## config.mk

```make
export PLATFORM = sky130hd
export DESIGN_NAME = iin_ctrl
export DESIGN_NICKNAME = d
export VERILOG_FILES = /design/src/rtl/iin_pkg.sv /design/src/rtl/iin_ctrl.sv
export SDC_FILE = /design/constraint.sdc
export NUM_CORES = 1
export LEC_CHECK = 0
export ABC_AREA = 1
export BUFFER_PORTS_ARGS = -buffer_cell sky130_fd_sc_hd__buf_2
export CORE_MARGIN = 2
export CORE_UTILIZATION = 30
export CTS_CLUSTER_SIZE = 10
export DETAILED_ROUTE_END_ITERATION = 8
export GPL_TIMING_DRIVEN = 0
export PLACE_DENSITY = 0.55
export RECOVER_POWER = 100
export SYNTH_ARGS = -nofsm -noshare
export SYNTH_HDL_FRONTEND = slang
export SYNTH_SLANG_ARGS = --single-unit
export TNS_END_PERCENT = 1
```

## constraint.sdc

```tcl
create_clock -name clk -period 1.41 [get_ports clk]
set_clock_uncertainty 0.15 [all_clocks]
set_input_delay 0.141 -clock clk [delete_from_list [all_inputs] [get_ports clk]]
set_output_delay 0.141 -clock clk [all_outputs]
set_load 0.005 [all_outputs]
```

## src/rtl/iin_pkg.sv

```systemverilog
// ----------------------------------------------------------------------------
// iin_pkg
// Shared types and constants for the interval interpolate/normalize block.
// ----------------------------------------------------------------------------
package iin_pkg;

  localparam int QUERY_DEPTH = 64;
  localparam int LANES       = 8;

  localparam int QW      = (QUERY_DEPTH > 1) ? $clog2(QUERY_DEPTH) : 1;
  localparam int CNT_W   = $clog2(QUERY_DEPTH + 1);
  localparam int LANE_W  = (LANES > 1) ? $clog2(LANES) : 1;
  localparam int STORE_DEPTH = QUERY_DEPTH * LANES;
  localparam int SAW     = (STORE_DEPTH > 1) ? $clog2(STORE_DEPTH) : 1;

  localparam int POS_W   = 32;
  localparam int PROB_W  = 14;
  localparam int SHARE_W = 10;
  localparam int SLOT_W  = 6;
  localparam int CMD_W   = 2;
  localparam int POP_W   = 4;
  localparam int HALF_W  = 17;
  localparam int FRAC_W  = 16;
  localparam int PROD_W  = PROB_W + POS_W;
  localparam int NUM_W   = PROD_W + 1;
  localparam int SUM_W   = NUM_W + LANE_W;
  localparam int DIVN_W  = NUM_W + FRAC_W + 1;
  localparam int DIVD_W  = SUM_W + 1;
  localparam int DCNT_W  = $clog2(HALF_W);

  localparam int IN_DATA_W  = 144;
  localparam int OUT_DATA_W = 88;

  localparam logic [SHARE_W-1:0] SHARE_MAX = SHARE_W'(1000);

  typedef enum logic [CMD_W-1:0] {
    CMD_LOAD  = 2'd0,
    CMD_HAP   = 2'd1,
    CMD_BREAK = 2'd2
  } cmd_t;

  typedef enum logic [3:0] {
    ST_IDLE,
    ST_DECODE,
    ST_FETCH,
    ST_CHECK,
    ST_EMIT,
    ST_MUL_P,
    ST_MUL_C,
    ST_MUL_ADD,
    ST_DIV_START,
    ST_DIV_WAIT,
    ST_Q_END,
    ST_FINISH
  } state_t;

  typedef struct packed {
    logic accept;
    logic decode;
    logic fetch;
    logic check;
    logic emit;
    logic mul_p;
    logic mul_c;
    logic mul_add;
    logic div_start;
    logic div_fin;
    logic q_end;
    logic finish;
  } ctrl_cmd_t;

  typedef struct packed {
    logic [CMD_W-1:0] cmd;
    logic             hit;
    logic             pend_valid;
    logic             div_done;
    logic             lane_last;
    logic             out_free;
  } dp_stat_t;

endpackage

```

## src/rtl/iin_ctrl.sv

```systemverilog
// ----------------------------------------------------------------------------
// iin_ctrl
// Sequencer: decodes items, walks covered queries, steps lanes and divides.
// ----------------------------------------------------------------------------
module iin_ctrl (
  input  logic                clk,
  input  logic                rst,
  input  logic                s_tvalid,
  output logic                s_tready,
  input  iin_pkg::dp_stat_t   stat,
  output iin_pkg::ctrl_cmd_t  cmd
);

  iin_pkg::state_t state, state_next;

  always_ff @(posedge clk) begin
    if (rst) begin
      state <= iin_pkg::ST_IDLE;
    end else begin
      state <= state_next;
    end
  end

  always_comb begin
    state_next = state;
    cmd        = '0;
    s_tready   = 1'b0;
    unique case (state)
      iin_pkg::ST_IDLE: begin
        s_tready = 1'b1;
        if (s_tvalid) begin
          cmd.accept = 1'b1;
          state_next = iin_pkg::ST_DECODE;
        end
      end
      iin_pkg::ST_DECODE: begin
        cmd.decode = 1'b1;
        if (stat.cmd == iin_pkg::CMD_BREAK) begin
          state_next = iin_pkg::ST_FETCH;
        end else begin
          state_next = iin_pkg::ST_IDLE;
        end
      end
      iin_pkg::ST_FETCH: begin
        cmd.fetch  = 1'b1;
        state_next = iin_pkg::ST_CHECK;
      end
      iin_pkg::ST_CHECK: begin
        cmd.check = 1'b1;
        if (stat.pend_valid) begin
          state_next = iin_pkg::ST_EMIT;
        end else if (stat.hit) begin
          state_next = iin_pkg::ST_MUL_P;
        end else begin
          state_next = iin_pkg::ST_FINISH;
        end
      end
      iin_pkg::ST_EMIT: begin
        if (stat.out_free) begin
          cmd.emit   = 1'b1;
          state_next = stat.hit ? iin_pkg::ST_MUL_P : iin_pkg::ST_FINISH;
        end
      end
      iin_pkg::ST_MUL_P: begin
        cmd.mul_p  = 1'b1;
        state_next = iin_pkg::ST_MUL_C;
      end
      iin_pkg::ST_MUL_C: begin
        cmd.mul_c  = 1'b1;
        state_next = iin_pkg::ST_MUL_ADD;
      end
      iin_pkg::ST_MUL_ADD: begin
        cmd.mul_add = 1'b1;
        state_next  = stat.lane_last ? iin_pkg::ST_DIV_START : iin_pkg::ST_MUL_P;
      end
      iin_pkg::ST_DIV_START: begin
        cmd.div_start = 1'b1;
        state_next    = iin_pkg::ST_DIV_WAIT;
      end
      iin_pkg::ST_DIV_WAIT: begin
        if (stat.div_done) begin
          cmd.div_fin = 1'b1;
          state_next  = stat.lane_last ? iin_pkg::ST_Q_END : iin_pkg::ST_DIV_START;
        end
      end
      iin_pkg::ST_Q_END: begin
        cmd.q_end  = 1'b1;
        state_next = iin_pkg::ST_FETCH;
      end
      iin_pkg::ST_FINISH: begin
        cmd.finish = 1'b1;
        state_next = iin_pkg::ST_IDLE;
      end
      default: begin
        state_next = iin_pkg::ST_IDLE;
      end
    endcase
  end

endmodule

```

==> run summary, run 1 <==
outcome: complete, no violations
WL/cell: 9.54 µm
Post-Syn Area per Cell: 4.93 µm²
final core area utilization: 54.0%
CTS tree: yes
Slew Viols, Final: 0
detailed router's first-iteration violation count: 12
vias in the first global route: 559
number of synthesized register bits: 4
worst hold path class: primary input to register
Crit. End Element: output port
Max Fanout on Critical Path: 5
FF/Latch Area: 95.1 µm²
I/O Buffers: 22
design area: 721 µm²
Top Ports: 23
area delta synth->final: 66.0%
Max rail drop VDD: 0.300 mV
CP max stage cell: dfxtp_4
Die Span X: 42.0 µm
max_cap viols: 0
Layout Nets: 131
RSZ-0062 raised after global routing: true
top cells by count, synth: nand2_1, inv_1, nor2_1, nand3_1, nor2_2
Post-DRT Antenna Nets: 0
FP Rows: 13
Period minus WS final: 1.37 ns
yosys warns: 0
Final Wtd Congestion: 0.758
drt first pass iters: 4
layout cells sized above 1: 50.4%
Cell Area, Placed: 563 µm²
Final setup viols: 0
R2R Path End: state[2]
EDFF count, synth: 0
Max-slew headroom: 89.2%
Largest register FFs: 4
Starting Density: 32.6%
Clk pin slew, worst setup/hold paths: 0.04 ns
Main synth FF type: dfxtp_1
R2R Setup Slk: 0.10 ns
Syn Inst Count: 88
Vias: 601
Final period util: 97.1%
CTS Buffer Depth: 2
Critical Path Start Type: register
CTS buffer count: 3
distinct cell type count after synthesis: 12
GRT Util Overall: 15.4%
Worst EP arrival: 1.08 ns
async set or reset register ratio after synthesis: 0%
Max stage delay on crit path: 0.39 ns
sequential share of the synthesized area: 18.4%
initial antenna violation count: 0
Layout fillers: 141
Worst Setup EP: cmd[9]
grt ovf: 0
critical setup path kind: register to output port
area occupied by multi-input gates: 332 µm²
DRC viols: 0
DPL Wire Length: 972 µm
crit path cell chain: inv_2 -> nor2_4 -> inv_2 -> nor2_2 -> buf_2
Hold Fails Final Rpt: 0
synth top area cells: nand2_1, dfxtp_1, inv_1
H-Tree Depth: 1
largest registers: state (4)
PwrDens: 495 nW/µm²
most common cell in the synthesized netlist: nand2_1
Reg-to-Reg Start: state[2]
worst-case reg-to-reg path depth: 7
first-pass GRT wire length: 2170 µm
share of the synthesized area in the top cell type: 19.9%
Die Height: 42.0 µm
number of clock sinks: 4
WP data required: 1.12 ns
core area: 1330 µm²
die area: 1770 µm²
Leakage Power: 0.410 nW
Worst Tran Pin Value: 0.161 ns
Routed WL: 1280 µm
largest area contributor in the netlist: nand2_1
syn_nets: 98
Max Freq: 731 MHz
critical path launch point: state[1]
clk_lat worst skew: 0.23 ns
Root Driver: clkbuf_4
Most flops, register: state
largest net degree at the start of global routing: 6
Cell Area, Synth: 434 µm²
CP most frequent cell: inv_2
vias per cell: 4.49
Antenna diodes: 0
==> per-stage QoR <==
stage / TNS [ns] / power [mW] / cells / setup WS (ns) / hold WS, ns
2_1_floorplan: 0 / 0.166 / 88 / 0.189 / 0.0534
3_3_place_gp: 0 / 0.198 / 125 / 0.0322 / 0.200
3_5_place_dp: 0 / 0.199 / 125 / 0.0253 / 0.200
4_1_cts: -0.0357 / 0.354 / 129 / -0.0188 / 0.0872
5_1_grt: -0.257 / 0.391 / 134 / -0.0374 / 0.126
6_report: 0 / 0.357 / 134 / 0.0415 / 0.101
==> layout make-up <==
cell class / instances / area share [%]
clock buffer: 3 / 3.13
multi-input combinational: 62 / 46.0
inverter: 22 / 11.8
sequential: 4 / 13.2
tap: 15 / 2.60
timing repair buffer: 28 / 23.3
==> where the power goes <==
| group | switching (mW) | leakage [nW] | total [mW] | internal, mW |
|---|---|---|---|---|
| logic | 0.0517 | 0.360 | 0.0959 | 0.0441 |
| clock network | 0.0444 | 0.0138 | 0.139 | 0.0951 |
| registers | 0.00843 | 0.0355 | 0.121 | 0.113 |
==> layer usage <==
| metal | vias up | global-route usage [%] | wire, µm |
|---|---|---|---|
| met3 | 0 | 1.72 | 45 |
| met4 | 0 | 7.50 | 0 |
| li1 | 325 | - | - |
| met1 | 264 | 19.4 | 549 |
| met2 | 12 | 25.9 | 685 |
| met5 | - | 0 | 0 |
==> cell usage in the layout (no fill, tap or decap) <==
| cell type | count |
|---|---|
| dfxtp_4 | 4 |
| clkbuf_4 | 3 |
| nor2_2 | 4 |
| dlygate4sd3_1 | 1 |
| nand4_1 | 2 |
| buf_6 | 2 |
| nor2_4 | 6 |
| inv_4 | 1 |
| inv_2 | 8 |
| buf_4 | 4 |
| buf_2 | 21 |
| nor3_2 | 1 |
| nand2_1 | 18 |
| o21ai_0 | 1 |
| a21oi_2 | 1 |
| nor2_1 | 13 |
| nor3_1 | 1 |
| nand2_2 | 5 |
| inv_1 | 13 |
| nand3_1 | 8 |
| a21oi_1 | 2 |
==> worst max-delay path: cells and delay by family (launching register included) <==
| kind | cells | cell delay (ns) |
|---|---|---|
| simple gates | 2 | 0.23 |
| flops | 1 | 0.39 |
| buf+inv | 3 | 0.23 |
==> cell families after synthesis <==
kind of cell | share of synthesized area [%]
simple gates | 57.1
flops | 18.4
compound gates | 5.47
buf+inv | 19.0
==> what timing repair did <==
| item | CTS | global route |
|---|---|---|
| resized for setup | 10 | 25 |
| setup buffers | 0 | 5 |
| pin swaps | 0 | 10 |
| hold buffers | 1 | 0 |
| hold endpoints to repair | 4 | 0 |
| endpoints found under the setup margin | 12 | 14 |
==> worst min path at each step <==
stage | from | to | slack [ns] | depth (start not counted)
floorplan | rst | state[2] | 0.05 | 1
global placement | rst | state[2] | 0.20 | 2
detailed placement | rst | state[2] | 0.20 | 2
CTS | stat[0] | state[2] | 0.09 | 4
global route | stat[0] | state[2] | 0.13 | 4
finish | stat[0] | state[2] | 0.10 | 4
(Power assumes the default switching activity.)
==> run 2, diff against run 1 <==
Settings changed: CELL_PAD_IN_SITES_DETAIL_PLACEMENT set to 0, CELL_PAD_IN_SITES_GLOBAL_PLACEMENT set to 1, CORE_ASPECT_RATIO set to 0.75, CORE_UTILIZATION 30 to 25, PLACE_DENSITY 0.55 to 0.72.
==> run 2 against run 1 <==
Via count is 4.7% lower. Sequential power hardly changed. Highest routed layer unchanged. Sequential share of layout area is 0.70 points higher. Largest cell class unchanged. Maximum frequency is 0.82% lower. Total power is 0.74% lower. Worst hold slack better by 0.0098 ns. Die area is 18% higher.
==> run summary, run 2 (synthesized netlist as in run 1, its figures left out) <==
Post-DRT Antenna Nets: 0
Die Height: 40.1 µm
Final Wtd Congestion: 0.874
die area: 2090 µm²
DPL Wire Length: 1020 µm
commonest non-fill, non-tap cell in the layout: buf_2
PwrDens: 517 nW/µm²
Final setup viols: 0
Vias: 573
design area: 684 µm²
largest registers: state (4)
grt ovf: 0
CTS Buffer Depth: 2
WL/cell: 8.94 µm
R2R Setup Slk: 0.11 ns
Top Ports: 23
vias per cell: 4.15
Layout Nets: 128
Crit. End Element: output port
first-pass GRT wire length: 1950 µm
Max-slew headroom: 87.3%
Max Freq: 725 MHz
Reg-to-Reg Start: state[1]
layout cells sized above 1: 43.1%
Largest register FFs: 4
DP Worst Slack: -0.0121 ns
post-route insts no fill: 138
Critical Path Start Type: register
max_cap viols: 0
Leakage Power: 0.397 nW
critical setup path kind: register to output port
FP Rows: 13
clk_lat worst skew: 0.23 ns
Net Sw Frac: 29.7%
I/O Buffers: 22
worst-case reg-to-reg path depth: 6
Slew Viols, Final: 0
Period minus WS final: 1.38 ns
Sw Pwr: 105 µW
core area: 1680 µm²
number of clock sinks: 4
vias in the first global route: 456
Die Span X: 52.1 µm
CTS tree: yes
Max rail drop VDD: 0.540 mV
Worst EP arrival: 1.09 ns
Clk pin slew, worst setup/hold paths: 0.04 ns
Routed WL: 1230 µm
Min-Delay Endpoint: state[2]
WP data required: 1.12 ns
Inst Count DP: 132
Most flops, register: state
detailed router's first-iteration violation count: 11
initial antenna violation count: 0
Max Fanout on Critical Path: 5
Root Driver: clkbuf_4
internal power: 249 µW
largest net degree at the start of global routing: 6
Comb power frac: 25.3%
R2R Path End: state[0]
Antenna diodes: 0
area delta synth->final: 57.6%
Worst Tran Pin Value: 0.191 ns
Cell Area, Placed: 572 µm²
GRT Util Overall: 13.1%
most frequent cells in the layout: buf_2, nand2_1, inv_1, nor2_1, nand3_1
min-delay src: stat[0]
H-Tree Depth: 1
outcome: complete, no violations
sequential share of power: 34.7%
clock share of power: 40.0%
drt first pass iters: 4
DRC viols: 0
RSZ-0062 raised after global routing: true
Starting Density: 25.9%
hold path cells: 4
final setup margin: 0.0302 ns
Hold Fails Final Rpt: 0
Layout fillers: 197
worst hold path class: primary input to register
CTS buffer count: 3
Final period util: 97.9%
[run 2: cell types whose count changed in the layout (fill, tap and decap cells not counted), sizes merged]
cell,delta
buf,-3
[run 2: worst max-delay path by stage]
stage,start,endpoint,slack (ns),depth (start not counted)
after detailed placement,state[0],state[2],-0.01,7
after CTS,state[0],cmd[2],-0.02,5
after global placement,state[0],state[2],-0.02,7
after global routing,state[3],cmd[3],-0.05,5
after floorplan,state[0],state[2],0.19,7
final,state[1],cmd[4],0.03,3
[run 2: stage by stage]
stage	util [%]	hold slack [ns]	power (mW)	setup TNS, ns
floorplan	-	0.0534	0.166	0
global placement	34.1	0.198	0.200	-0.0410
detailed placement	34.1	0.198	0.199	-0.0214
CTS	37.3	0.102	0.349	-0.0481
global route	40.9	0.128	0.382	-0.243
finish	40.9	0.111	0.354	0
[run 2: repair_timing]
action,CTS,global route
hold buffers,1,0
pin swaps,0,3
setup buffers,0,2
setup endpoints to repair,16,15
hold endpoints to repair,4,0
gates resized for setup,9,15
[run 2: final cells by class]
| type | instances | area (µm²) | area share [%] |
|---|---|---|---|
| timing repair buffer | 25 | 135 | 19.7 |
| multi-input combinational | 62 | 322 | 47.0 |
| clock buffer | 3 | 22.5 | 3.29 |
| inverter | 22 | 82.6 | 12.1 |
| sequential | 4 | 95.1 | 13.9 |
| tap | 22 | 27.5 | 4.02 |
[run 2: power groups by stage]
stage | Sequential, mW | Clock (mW) | Combinational [mW]
after floorplan | 0.123 | 0 | 0.0430
after global placement | 0.125 | 0 | 0.0751
after detailed placement | 0.125 | 0 | 0.0742
after CTS | 0.125 | 0.145 | 0.0787
after global routing | 0.124 | 0.154 | 0.104
final | 0.123 | 0.141 | 0.0897
[run 2: critical path, cell delays in order, from the launching register on]
cell and delay, ns:
dfxtp_4 0.39, nand2_1 0.15, nor2_2 0.18, buf_2 0.13
[run 2: layer usage]
metal	wire (µm)	GRT usage [%]	vias to the layer above	share of wire, %
met2	485	18.7	17	39
met5	0	0	-	0
li1	-	-	322	-
met3	97	3.73	0	7.9
met4	0	3.95	0	0
met1	652	18.9	234	53
